===== src/hw/rtl/sdpa_pkg.sv =====
`timescale 1ns / 1ps
// ----------------------------------------------------------------------------
// sdpa_pkg
// Shared types, codes and sizes for the send descriptor pool allocator.
// ----------------------------------------------------------------------------
package sdpa_pkg;

	localparam int MAX_DESC  = 64;
	localparam int MAX_BUF   = 64;
	localparam int MAX_BATCH = 16;

	localparam int IDX_W   = 6;
	localparam int CNT_W   = 7;
	localparam int SIZE_W  = 16;
	localparam int KIND_W  = 2;
	localparam int MODE_W  = 2;
	localparam int STAT_W  = 2;
	localparam int REQ_W   = 5;
	localparam int REG_W   = 16;
	localparam int REGIX_W = 2;
	localparam int DESC_AW  = $clog2(MAX_DESC);
	localparam int BUF_AW   = $clog2(MAX_BUF);
	localparam int BATCH_W  = $clog2(MAX_BATCH + 1);
	localparam int ATT_W    = KIND_W + IDX_W;

	localparam logic [MODE_W-1:0] MODE_ALLOC     = 2'd0;
	localparam logic [MODE_W-1:0] MODE_ALLOC_PAY = 2'd1;
	localparam logic [MODE_W-1:0] MODE_FREE      = 2'd2;

	localparam logic [KIND_W-1:0] KIND_NONE = 2'd0;
	localparam logic [KIND_W-1:0] KIND_IMM  = 2'd1;
	localparam logic [KIND_W-1:0] KIND_POOL = 2'd2;

	localparam logic [STAT_W-1:0] STAT_OK      = 2'd0;
	localparam logic [STAT_W-1:0] STAT_NO_DESC = 2'd1;
	localparam logic [STAT_W-1:0] STAT_NO_BUF  = 2'd2;
	localparam logic [STAT_W-1:0] STAT_BAD_IDX = 2'd3;

	localparam logic [REGIX_W-1:0] REG_DESC_COUNT = 2'd0;
	localparam logic [REGIX_W-1:0] REG_BUF_COUNT  = 2'd1;
	localparam logic [REGIX_W-1:0] REG_IMM_SIZE   = 2'd2;
	localparam logic [REGIX_W-1:0] REG_BUF_SIZE   = 2'd3;

	typedef enum logic [1:0] {
		ST_IDLE,
		ST_CHECK,
		ST_ALLOC,
		ST_FREE
	} state_t;

	typedef struct packed {
		logic [CNT_W-1:0]  desc_count;
		logic [CNT_W-1:0]  buf_count;
		logic [SIZE_W-1:0] imm_size;
		logic [SIZE_W-1:0] buf_size;
		logic              desc_init;
		logic              buf_init;
		logic [CNT_W-1:0]  init_count;
	} cfg_t;

	typedef struct packed {
		logic              strobe;
		logic              desc_valid;
		logic [IDX_W-1:0]  desc_index;
		logic [KIND_W-1:0] kind;
		logic [IDX_W-1:0]  buf_index;
		logic [SIZE_W-1:0] size;
		logic              ack;
		logic [STAT_W-1:0] status;
		logic              became;
		logic              avail;
		logic              last;
	} result_t;

endpackage


===== src/hw/rtl/sdpa_ram.sv =====
`timescale 1ns / 1ps
// ----------------------------------------------------------------------------
// sdpa_ram
// Simple dual-port RAM, one write and one registered read per cycle.
// ----------------------------------------------------------------------------
module sdpa_ram #(
	parameter int DEPTH = 64,
	parameter int WIDTH = 6
) (
	input  logic                     clk,
	input  logic                     we,
	input  logic [$clog2(DEPTH)-1:0] waddr,
	input  logic [WIDTH-1:0]         wdata,
	input  logic [$clog2(DEPTH)-1:0] raddr,
	output logic [WIDTH-1:0]         rdata
);

	logic [WIDTH-1:0] mem [DEPTH];

	always_ff @(posedge clk) begin
		if (we) begin
			mem[waddr] <= wdata;
		end
	end

	always_ff @(posedge clk) begin
		rdata <= mem[raddr];
	end

endmodule


===== src/hw/rtl/sdpa_ctrl.sv =====
`timescale 1ns / 1ps
// ----------------------------------------------------------------------------
// sdpa_ctrl
// Sequencer: stack pointers, entry valid bits and read-modify-write steps.
// ----------------------------------------------------------------------------
module sdpa_ctrl (
	input  logic                           clk,
	input  logic                           arst_n,
	input  logic                           start,
	output logic                           busy,
	input  logic [sdpa_pkg::MODE_W-1:0]    mode,
	input  logic [sdpa_pkg::REQ_W-1:0]     alloc_count,
	input  logic [sdpa_pkg::SIZE_W-1:0]    payload_length,
	input  logic [sdpa_pkg::IDX_W-1:0]     free_index,
	input  sdpa_pkg::cfg_t                 cfg,
	output logic                           dstk_we,
	output logic [sdpa_pkg::DESC_AW-1:0]   dstk_waddr,
	output logic [sdpa_pkg::IDX_W-1:0]     dstk_wdata,
	output logic [sdpa_pkg::DESC_AW-1:0]   dstk_raddr,
	input  logic [sdpa_pkg::IDX_W-1:0]     dstk_rdata,
	output logic                           bstk_we,
	output logic [sdpa_pkg::BUF_AW-1:0]    bstk_waddr,
	output logic [sdpa_pkg::IDX_W-1:0]     bstk_wdata,
	output logic [sdpa_pkg::BUF_AW-1:0]    bstk_raddr,
	input  logic [sdpa_pkg::IDX_W-1:0]     bstk_rdata,
	output logic                           att_we,
	output logic [sdpa_pkg::DESC_AW-1:0]   att_waddr,
	output logic [sdpa_pkg::ATT_W-1:0]     att_wdata,
	output logic [sdpa_pkg::DESC_AW-1:0]   att_raddr,
	input  logic [sdpa_pkg::ATT_W-1:0]     att_rdata,
	output sdpa_pkg::result_t              res
);
	import sdpa_pkg::*;

	state_t state_q, state_d;

	logic [MODE_W-1:0]  mode_q;
	logic [BATCH_W-1:0] cnt_q;
	logic [BATCH_W-1:0] k_q;
	logic [SIZE_W-1:0]  len_q;
	logic [IDX_W-1:0]   fidx_q;
	logic [CNT_W-1:0]   dtot_q, dtot_d;
	logic [CNT_W-1:0]   btot_q, btot_d;

	// per-entry valid bits; an invalid stack entry reads as its own address
	logic [MAX_DESC-1:0] dvalid_q;
	logic [MAX_BUF-1:0]  bvalid_q;
	logic [MAX_DESC-1:0] kvalid_q;   // attached kind written since desc init
	logic [MAX_DESC-1:0] kbvalid_q;  // attached kind written since buf init

	logic [CNT_W-1:0]   dtot_m1, btot_m1;
	logic [BATCH_W-1:0] req_sat;
	logic               idx_ok;
	logic               need_buf;
	logic               stop_desc, stop_buf;
	logic [IDX_W-1:0]   pop_desc, pop_buf;
	logic [KIND_W-1:0]  att_kind, eff_kind;
	logic [IDX_W-1:0]   att_buf;
	logic               batch_end;

	assign dtot_m1    = dtot_q - 1'b1;
	assign btot_m1    = btot_q - 1'b1;
	assign dstk_raddr = dtot_m1[DESC_AW-1:0];
	assign bstk_raddr = btot_m1[BUF_AW-1:0];
	assign att_raddr  = DESC_AW'(free_index);

	assign req_sat   = (alloc_count > REQ_W'(MAX_BATCH)) ? BATCH_W'(MAX_BATCH)
	                                                     : BATCH_W'(alloc_count);
	assign idx_ok    = ({1'b0, free_index} < cfg.desc_count);
	assign need_buf  = (mode_q == MODE_ALLOC_PAY) && (len_q > cfg.imm_size);
	assign stop_desc = (dtot_q == '0);
	assign stop_buf  = need_buf && (btot_q == '0);
	assign batch_end = (BATCH_W'(k_q + 1'b1) == cnt_q);

	assign pop_desc = dvalid_q[dstk_raddr] ? dstk_rdata : IDX_W'(dstk_raddr);
	assign pop_buf  = bvalid_q[bstk_raddr] ? bstk_rdata : IDX_W'(bstk_raddr);

	assign att_kind = att_rdata[ATT_W-1 -: KIND_W];
	assign att_buf  = att_rdata[IDX_W-1:0];
	always_comb begin
		eff_kind = att_kind;
		if (!kvalid_q[fidx_q[DESC_AW-1:0]]) begin
			eff_kind = KIND_NONE;
		end else if (att_kind == KIND_POOL && !kbvalid_q[fidx_q[DESC_AW-1:0]]) begin
			eff_kind = KIND_NONE;
		end
	end

	assign busy = (state_q != ST_IDLE);

	// next state
	always_comb begin
		state_d = state_q;
		case (state_q)
			ST_IDLE: begin
				if (start) begin
					if (mode == MODE_FREE && idx_ok) begin
						state_d = ST_FREE;
					end else if ((mode == MODE_ALLOC || mode == MODE_ALLOC_PAY)
					             && req_sat != '0) begin
						state_d = ST_CHECK;
					end
				end
			end
			ST_CHECK: begin
				if (stop_desc || stop_buf) begin
					state_d = ST_IDLE;
				end else begin
					state_d = ST_ALLOC;
				end
			end
			ST_ALLOC: begin
				state_d = batch_end ? ST_IDLE : ST_CHECK;
			end
			ST_FREE: begin
				state_d = ST_IDLE;
			end
			default: begin
				state_d = ST_IDLE;
			end
		endcase
	end

	// outputs and memory writes
	always_comb begin
		res        = '0;
		res.avail  = (dtot_q != '0) && (btot_q != '0);
		dtot_d     = dtot_q;
		btot_d     = btot_q;
		dstk_we    = 1'b0;
		dstk_waddr = dtot_q[DESC_AW-1:0];
		dstk_wdata = fidx_q;
		bstk_we    = 1'b0;
		bstk_waddr = btot_q[BUF_AW-1:0];
		bstk_wdata = att_buf;
		att_we     = 1'b0;
		att_waddr  = pop_desc[DESC_AW-1:0];
		att_wdata  = '0;
		case (state_q)
			ST_IDLE: begin
				if (start) begin
					case (mode)
						MODE_FREE: begin
							if (!idx_ok) begin
								res.strobe = 1'b1;
								res.status = STAT_BAD_IDX;
								res.last   = 1'b1;
							end
						end
						MODE_ALLOC, MODE_ALLOC_PAY: begin
							if (req_sat == '0) begin
								res.strobe = 1'b1;
								res.last   = 1'b1;
							end
						end
						default: begin
							res.strobe = 1'b1;
							res.last   = 1'b1;
						end
					endcase
				end
			end
			ST_CHECK: begin
				if (stop_desc) begin
					res.strobe = 1'b1;
					res.status = STAT_NO_DESC;
					res.last   = 1'b1;
				end else if (stop_buf) begin
					res.strobe = 1'b1;
					res.status = STAT_NO_BUF;
					res.last   = 1'b1;
				end
			end
			ST_ALLOC: begin
				dtot_d         = dtot_m1;
				res.strobe     = 1'b1;
				res.desc_valid = 1'b1;
				res.desc_index = pop_desc;
				res.last       = batch_end;
				if (need_buf) begin
					btot_d        = btot_m1;
					res.kind      = KIND_POOL;
					res.buf_index = pop_buf;
					res.size      = cfg.buf_size;
				end else if (mode_q == MODE_ALLOC_PAY) begin
					res.kind = KIND_IMM;
					res.size = cfg.imm_size;
				end
				res.ack = (dtot_d < (cfg.desc_count >> 1))
				          || (need_buf && btot_d < (cfg.buf_count >> 1));
				res.avail = (dtot_d != '0) && (btot_d != '0);
				att_we    = 1'b1;
				att_wdata = {res.kind, pop_buf};
			end
			ST_FREE: begin
				att_we    = 1'b1;
				att_waddr = fidx_q[DESC_AW-1:0];
				att_wdata = {KIND_NONE, att_buf};
				if (eff_kind == KIND_POOL && btot_q < cfg.buf_count) begin
					bstk_we = 1'b1;
					btot_d  = btot_q + 1'b1;
				end
				if (dtot_q < cfg.desc_count) begin
					dstk_we    = 1'b1;
					dtot_d     = dtot_q + 1'b1;
					res.became = (dtot_q == '0);
				end
				res.strobe = 1'b1;
				res.last   = 1'b1;
				res.avail  = (dtot_d != '0) && (btot_d != '0);
			end
			default: begin
				res = '0;
			end
		endcase
	end

	always_ff @(posedge clk or negedge arst_n) begin
		if (!arst_n) begin
			state_q   <= ST_IDLE;
			dtot_q    <= CNT_W'(MAX_DESC);
			btot_q    <= CNT_W'(MAX_BUF);
			dvalid_q  <= '0;
			bvalid_q  <= '0;
			kvalid_q  <= '0;
			kbvalid_q <= '0;
			cnt_q     <= '0;
			k_q       <= '0;
		end else begin
			state_q <= state_d;
			dtot_q  <= dtot_d;
			btot_q  <= btot_d;
			if (state_q == ST_IDLE && start) begin
				cnt_q <= req_sat;
				k_q   <= '0;
			end else if (state_q == ST_ALLOC) begin
				k_q <= BATCH_W'(k_q + 1'b1);
			end
			if (dstk_we) begin
				dvalid_q[dstk_waddr] <= 1'b1;
			end
			if (bstk_we) begin
				bvalid_q[bstk_waddr] <= 1'b1;
			end
			if (att_we) begin
				kvalid_q[att_waddr]  <= 1'b1;
				kbvalid_q[att_waddr] <= 1'b1;
			end
			// user must reinit only while idle; the block does not enforce it. Reinit simply overrides
			if (cfg.desc_init) begin
				dtot_q   <= cfg.init_count;
				dvalid_q <= '0;
				kvalid_q <= '0;
			end
			if (cfg.buf_init) begin
				btot_q    <= cfg.init_count;
				bvalid_q  <= '0;
				kbvalid_q <= '0;
			end
		end
	end

	always_ff @(posedge clk) begin
		if (state_q == ST_IDLE && start) begin
			mode_q <= mode;
			len_q  <= payload_length;
			fidx_q <= free_index;
		end
	end

endmodule


===== src/hw/rtl/send_descriptor_pool_allocator.sv =====
`timescale 1ns / 1ps
// ----------------------------------------------------------------------------
// send_descriptor_pool_allocator
// Two LIFO free lists (descriptors, pool buffers) with batch alloc and free.
// ----------------------------------------------------------------------------
//  channel   handshake                 payload
//  -------   ------------------------  ---------------------------------------
//  request   start / busy              mode, alloc_count, payload_length,
//                                      free_index
//  result    result_strobe (1 cycle)   descriptor_valid .. last
//  config    reg_write                 reg_index, reg_data
//
//  A request is taken when start is high and busy low. For an alloc of n
//  descriptors, the check state issues each registered stack read and
//  the alloc state pops and writes metadata. An early stop ends in check;
//  a free runs the free state; zero count, mode 3 and a bad free index
//  answer from idle. Results appear in the cycle after their step and
//  cannot be held off. Reset restores all counts at once (valid bits per
//  entry), no clearing pass; count writes reinitialise the same way.
// ----------------------------------------------------------------------------
module send_descriptor_pool_allocator (
	input  logic                           clk,
	input  logic                           arst_n,
	input  logic                           start,
	output logic                           busy,
	input  logic [sdpa_pkg::MODE_W-1:0]    mode,
	input  logic [sdpa_pkg::REQ_W-1:0]     alloc_count,
	input  logic [sdpa_pkg::SIZE_W-1:0]    payload_length,
	input  logic [sdpa_pkg::IDX_W-1:0]     free_index,
	input  logic                           reg_write,
	input  logic [sdpa_pkg::REGIX_W-1:0]   reg_index,
	input  logic [sdpa_pkg::REG_W-1:0]     reg_data,
	output logic                           result_strobe,
	output logic                           descriptor_valid,
	output logic [sdpa_pkg::IDX_W-1:0]     descriptor_index,
	output logic [sdpa_pkg::KIND_W-1:0]    payload_kind,
	output logic [sdpa_pkg::IDX_W-1:0]     buffer_index,
	output logic [sdpa_pkg::SIZE_W-1:0]    payload_size,
	output logic                           ack_request,
	output logic [sdpa_pkg::STAT_W-1:0]    status,
	output logic                           became_available,
	output logic                           available,
	output logic                           last
);
	import sdpa_pkg::*;

	// configuration registers
	logic [CNT_W-1:0]  desc_count_q;
	logic [CNT_W-1:0]  buf_count_q;
	logic [SIZE_W-1:0] imm_size_q;
	logic [SIZE_W-1:0] buf_size_q;
	logic [CNT_W-1:0]  wr_count;
	logic [CNT_W-1:0]  desc_sat;
	logic [CNT_W-1:0]  buf_sat;
	logic              desc_wr;
	logic              buf_wr;
	cfg_t              cfg;

	// descriptor count clamps to 1..MAX_DESC, buffer count to 0..MAX_BUF
	assign wr_count = reg_data[CNT_W-1:0];
	assign desc_sat = (wr_count == '0) ? CNT_W'(1)
	                : (wr_count > CNT_W'(MAX_DESC)) ? CNT_W'(MAX_DESC) : wr_count;
	assign buf_sat  = (wr_count > CNT_W'(MAX_BUF)) ? CNT_W'(MAX_BUF) : wr_count;
	assign desc_wr  = reg_write && (reg_index == REG_DESC_COUNT);
	assign buf_wr   = reg_write && (reg_index == REG_BUF_COUNT);

	always_ff @(posedge clk or negedge arst_n) begin
		if (!arst_n) begin
			desc_count_q <= CNT_W'(MAX_DESC);
			buf_count_q  <= CNT_W'(MAX_BUF);
			imm_size_q   <= '0;
			buf_size_q   <= SIZE_W'(2048);
		end else if (reg_write) begin
			case (reg_index)
				REG_DESC_COUNT: desc_count_q <= desc_sat;
				REG_BUF_COUNT:  buf_count_q  <= buf_sat;
				REG_IMM_SIZE:   imm_size_q   <= reg_data;
				REG_BUF_SIZE:   buf_size_q   <= reg_data;
				default: begin
					desc_count_q <= desc_count_q;
				end
			endcase
		end
	end

	always_comb begin
		cfg            = '0;
		cfg.desc_count = desc_count_q;
		cfg.buf_count  = buf_count_q;
		cfg.imm_size   = imm_size_q;
		cfg.buf_size   = buf_size_q;
		cfg.desc_init  = desc_wr;
		cfg.buf_init   = buf_wr;
		cfg.init_count = desc_wr ? desc_sat : buf_sat;
	end

	// memories: free descriptor stack, free buffer stack, attachment per descriptor
	logic                dstk_we, bstk_we, att_we;
	logic [DESC_AW-1:0]  dstk_waddr, dstk_raddr, att_waddr, att_raddr;
	logic [BUF_AW-1:0]   bstk_waddr, bstk_raddr;
	logic [IDX_W-1:0]    dstk_wdata, dstk_rdata, bstk_wdata, bstk_rdata;
	logic [ATT_W-1:0]    att_wdata, att_rdata;
	result_t             res;

	sdpa_ram #(.DEPTH(MAX_DESC), .WIDTH(IDX_W)) u_desc_stack (
		.clk   (clk),
		.we    (dstk_we),
		.waddr (dstk_waddr),
		.wdata (dstk_wdata),
		.raddr (dstk_raddr),
		.rdata (dstk_rdata)
	);

	sdpa_ram #(.DEPTH(MAX_BUF), .WIDTH(IDX_W)) u_buf_stack (
		.clk   (clk),
		.we    (bstk_we),
		.waddr (bstk_waddr),
		.wdata (bstk_wdata),
		.raddr (bstk_raddr),
		.rdata (bstk_rdata)
	);

	sdpa_ram #(.DEPTH(MAX_DESC), .WIDTH(ATT_W)) u_attach (
		.clk   (clk),
		.we    (att_we),
		.waddr (att_waddr),
		.wdata (att_wdata),
		.raddr (att_raddr),
		.rdata (att_rdata)
	);

	sdpa_ctrl u_ctrl (
		.clk            (clk),
		.arst_n         (arst_n),
		.start          (start),
		.busy           (busy),
		.mode           (mode),
		.alloc_count    (alloc_count),
		.payload_length (payload_length),
		.free_index     (free_index),
		.cfg            (cfg),
		.dstk_we        (dstk_we),
		.dstk_waddr     (dstk_waddr),
		.dstk_wdata     (dstk_wdata),
		.dstk_raddr     (dstk_raddr),
		.dstk_rdata     (dstk_rdata),
		.bstk_we        (bstk_we),
		.bstk_waddr     (bstk_waddr),
		.bstk_wdata     (bstk_wdata),
		.bstk_raddr     (bstk_raddr),
		.bstk_rdata     (bstk_rdata),
		.att_we         (att_we),
		.att_waddr      (att_waddr),
		.att_wdata      (att_wdata),
		.att_raddr      (att_raddr),
		.att_rdata      (att_rdata),
		.res            (res)
	);

	// result word register: strobe is control, the rest is payload
	logic    strobe_q;
	result_t res_q;

	always_ff @(posedge clk or negedge arst_n) begin
		if (!arst_n) begin
			strobe_q <= 1'b0;
		end else begin
			strobe_q <= res.strobe;
		end
	end

	always_ff @(posedge clk) begin
		if (res.strobe) begin
			res_q <= res;
		end
	end

	assign result_strobe    = strobe_q;
	assign descriptor_valid = res_q.desc_valid;
	assign descriptor_index = res_q.desc_index;
	assign payload_kind     = res_q.kind;
	assign buffer_index     = res_q.buf_index;
	assign payload_size     = res_q.size;
	assign ack_request      = res_q.ack;
	assign status           = res_q.status;
	assign became_available = res_q.became;
	assign available        = res_q.avail;
	assign last             = res_q.last;

endmodule

===== config.mk =====
export PLATFORM = sky130hd
export DESIGN_NAME = send_descriptor_pool_allocator
export DESIGN_NICKNAME = d
export VERILOG_FILES = /design/src/hw/rtl/sdpa_pkg.sv /design/src/hw/rtl/sdpa_ram.sv /design/src/hw/rtl/sdpa_ctrl.sv /design/src/hw/rtl/send_descriptor_pool_allocator.sv
export SDC_FILE = /design/constraint.sdc
export NUM_CORES = 2
export LEC_CHECK = 0
export ABC_AREA = 0
export BUFFER_PORTS_ARGS = -buffer_cell sky130_fd_sc_hd__buf_4
export CAP_MARGIN = 15
export CORE_MARGIN = 8
export CORE_UTILIZATION = 60
export DETAILED_ROUTE_END_ITERATION = 7
export PLACE_DENSITY = 0.79
export SYNTH_ARGS = -nofsm -noshare
export SYNTH_HDL_FRONTEND = slang
export SYNTH_SLANG_ARGS = --single-unit

===== constraint.sdc =====
create_clock -name clk -period 7.87 [get_ports clk]
set_input_delay 1.574 -clock clk [delete_from_list [all_inputs] [get_ports clk]]
set_output_delay 1.574 -clock clk [all_outputs]
set_load 0.005 [all_outputs]

==> key figures <==
Outcome
  • Outcome: finished, final reports clean

Synthesis
  • Compound-Gate Fraction of Synth Area: 5.093%
  • Largest family of logic cells by synthesized area: multiplexers
  • EDFF count, synth: 1,341
  • Register area share after synthesis: 71.61%
  • Netlist cell types: 72
  • Adder-cell share of the synthesized area: 0.9160%
  • Async S/R FF share, synth: 19.47%
  • Synth Area in XOR/XNOR: 0.4250%
  • Top_reg_cell synth: edfxtp_1
  • Syn avg cell area: 17.98 um2
  • Cells after Synth: 3,799
  • Synth warn: 0
  • Synth Area in Simple Gates: 4.853%
  • Mux share of post-synthesis cell area: 15.57%
  • Syn_nets: 3,900
  • Number of synthesized register bits: 1,690
  • Mapped Area: 0.06830 mm2

Power and ir drop
  • PD cells: 364.0 mW/mm2
  • VDD IR-drop max: 0.0002979 V
  • Leakage: 26.22 nW
  • Overall Power: 27.82 mW

Detailed routing
  • Avg Vias per Cell: 6.825
  • DRT antenna net count: 0
  • Vias: 37,960
  • DRC: 0
  • Detailed Route WL: 171.2 mm
  • First DRT Iteration DRCs: 4,768
  • DR WL/cell: 30.78 um
  • 1st-pass router iterations: 6

Critical path
  • Slowest-stage cell, CP: o311ai_0
  • Critical path's largest stage delay: 0.95 ns
  • Crit path cell chain: inv_1, ha_4, nor3b_1, xnor2_1, inv_1, a21oi_1, a22oi_2, o311ai_0, o21a_1, nand2_1, nor2_1
  • Arrival time at the worst endpoint: 7.14 ns
  • Most Frequent Cell on Critical Path: inv_1
  • CP Max Fanout: 32
  • Setup crit end kind: flip-flop
  • Crit path buffers/inverters: 2
  • CP Depth: 11
  • Startpoint types: flip-flop
  • Critical setup path kind: reg -> reg
  • Cell family with the largest share of critical-path delay: compound AO/OA/AOI/OAI gates
  • Reg2Reg Depth: 11
  • Req. time, crit path: 8.26 ns

Floorplan
  • DIE AREA: 0.1249 mm2
  • Initial core utilization: 60.63%
  • Die Width: 353.4 um
  • CORE AREA: 0.1127 mm2
  • Chip height: 353.4 um
  • Row count: 123
  • # IOs: 90

Clock tree
  • Post-CTS sizing: 0
  • Clk_lat worst skew: 0.78 ns
  • Hold buffers post-CTS: 0
  • H-tree levels: 4
  • CTS buffer count: 165
  • Sink Count: 1,690
  • Buffers from clock root to sink, at most: 3
  • Worst-path clk slew: 0.06 ns
  • Setup bufs post-CTS: 0
  • CTS tree: yes
  • Clock root cell: clkbuf_16

STA
  • Final hold slack: 0.4775 ns
  • Worst slew pin tran: 1.226 ns
  • Fin worst setup slack: 1.121 ns
  • Final Hold Viols: 0
  • F_max: 148.2 MHz
  • Final Max Slew Viols: 0
  • Slew HR: 18.23%
  • Clock Skew: 0.04432 ns
  • RSZ-0062 raised after global routing: no
  • Period utilization: 85.76%
  • Final setup fails: 0
  • Fin crit period: 6.749 ns
  • Final TNS setup: 0 ns

Place
  • Post-Place Cells: 5,247
  • Area after DPL: 0.07085 mm2
  • I/O Buffers: 89
  • GPL Wtd Cong: 0.8782
  • DP HPWL: 103.2 mm
  • Pre-CTS setup slack: 0.9524 ns

Hold path
  • Hold path depth: 2
  • Worst min-delay path category: reg -> reg

Final layout
  • NumNets Final: 4,023
  • Layout cells sized above 1: 23.10%
  • Layout Utilization: 67.85%
  • Area grow syn2layout: 11.91%
  • Final instance area: 0.07643 mm2
  • Final Non-Filler Cells: 5,562

GRT
  • GRT Residual Overflow: 0
  • Vias in the first global route: 38,310
  • Largest net degree at the start of global routing: 140
  • GRT Total Usage: 27.21%
  • Antenna violations before repair: 5
  • First-pass GRT wire length: 254.7 mm

Job
  • Max Cap Violations: 0
==> cell families after synthesis <==
kind of cell | count (synthesis)
flip-flops | 1690
AND/OR/NAND/NOR | 737
multiplexers | 512
AO/OA/AOI/OAI | 506
buffers and inverters | 273
adder cells (fa/ha/maj) | 50
XOR/XNOR | 31
==> per-layer routing <==
| layer | GRT usage, % | vias to the layer above | part of all wire (%) |
|---|---|---|---|
| li1 | - | 15360 | - |
| met1 | 37.18 | 19560 | 37 |
| met2 | 43.14 | 2656 | 48 |
| met3 | 7.391 | 377 | 12 |
| met4 | 8.763 | 2 | 3.5 |
| met5 | 0 | - | 0.0076 |
==> where the power goes <==
| group | switching (mW) | total, mW | internal, mW |
|---|---|---|---|
| clock | 3.40 | 7.99 | 4.59 |
| sequential | 0.541 | 11.4 | 10.8 |
| combinational | 5.17 | 8.45 | 3.28 |
==> worst paths after layout <==
check / from / to / slack, ns
worst min register to register: u_ctrl.kbvalid_q[29] / u_ctrl.kbvalid_q[29] / 0.48
worst max register to register: u_ctrl.dtot_q[0] / u_attach.mem[47][6] / 1.12
max in group asynchronous: arst_n / u_ctrl.btot_q[0] / 5.42
min in group asynchronous: arst_n / imm_size_q[15] / 0.77
worst min-delay path: u_ctrl.kbvalid_q[29] / u_ctrl.kbvalid_q[29] / 0.48
worst max-delay path: u_ctrl.dtot_q[0] / u_attach.mem[47][6] / 1.12
==> state kept, by name, summed over array words and instances (netlist names), 7 cells and up <==
name              count
u_ctrl.dtot_q         7
buf_count_q           7
u_ctrl.len_q         16
buf_size_q           16
u_attach.mem        512
u_ctrl.kbvalid_q     64
u_attach.rdata        8
imm_size_q           16
u_buf_stack.mem     384
u_desc_stack.mem    384
desc_count_q          7
u_ctrl.btot_q         7
u_ctrl.bvalid_q      64
payload_size         16
u_ctrl.dvalid_q      64
u_ctrl.kvalid_q      64
==> synth_stat cells, drive strengths merged (4+ instances only) <==
cell type,count,area share (%)
edfxtp,1341,59
mux4,437,14
dfrtp,324,12
nand2,255,1.4
nor2,250,1.4
clkbuf,161,0.88
o21ai,138,1.0
o21a,133,1.5
a22o,66,0.85
buf,55,0.33
inv,54,0.30
ha,50,0.92
a21oi,49,0.38
nand3,43,0.32
nor3,41,0.32
mux2i,40,0.59
mux2,35,0.58
nand4,23,0.21
o211ai,23,0.25
and2,21,0.19
xnor2,21,0.30
a31oi,20,0.19
and3,20,0.18
dfxtp,20,0.59
nand2b,13,0.12
nor2b,13,0.12
a21o,12,0.13
nand3b,12,0.13
a211oi,10,0.11
nor4,10,0.092
or3,10,0.092
xor2,10,0.13
o2111ai,7,0.090
nor3b,6,0.066
nor4b,6,0.077
a41oi,5,0.064
dfstp,5,0.19
o22ai,5,0.046
or2,5,0.046
a21boi,4,0.044
o311ai,4,0.051
o31ai,4,0.044
==> final cells by class <==
class | instances | area, um2
Sequential cell | 1690 | 48920
Multi-Input combinational cell | 1836 | 18500
Timing Repair Buffer | 172 | 1424
Fill cell | 6956 | 36220
Antenna cell | 2 | 5.005
Inverter | 57 | 214.0
Tap cell | 1500 | 1877
Clock inverter | 90 | 1070
Clock buffer | 215 | 4420
==> cells in the final DEF (no fill, tap or decap), types with 13 or more instances in the layout <==
master     netlist  final
a22o_1          66     66
nor3_1          38     38
o211ai_1        23     23
mux4_2         437    437
mux2_2          35     35
dfrtp_1        324    322
edfxtp_1      1341   1341
inv_1           54     53
nand2b_1        13     13
nor2_1         250    249
nor2b_1         13     13
clkbuf_16        0    168
o21a_1         133    133
ha_1            50     48
o21ai_0        138    131
nand3_1         43     43
a31oi_1         19     19
buf_4            0    155
and3_1          20     20
bufinv_16        0     18
xnor2_1         20     18
a21oi_1         48     48
dfxtp_1         20     14
nand4_1         23     23
clkbuf_1       161     43
nand2_1        255    253
clkinv_1         3     22
mux2i_1         40     40
and2_1          19     19
clkinv_2         0     35
==> worst reg2reg max path: stages (launching register included) <==
cell      delay (ns)
dfrtp_4         0.81
inv_1           0.48
ha_4            0.33
nor3b_1         0.16
xnor2_1         0.79
inv_1           0.44
a21oi_1         0.35
a22oi_2         0.23
o311ai_0        0.95
o21a_1          0.68
nand2_1         0.44
nor2_1          0.72
No activity file was read; power rests on OpenSTA's default activity.
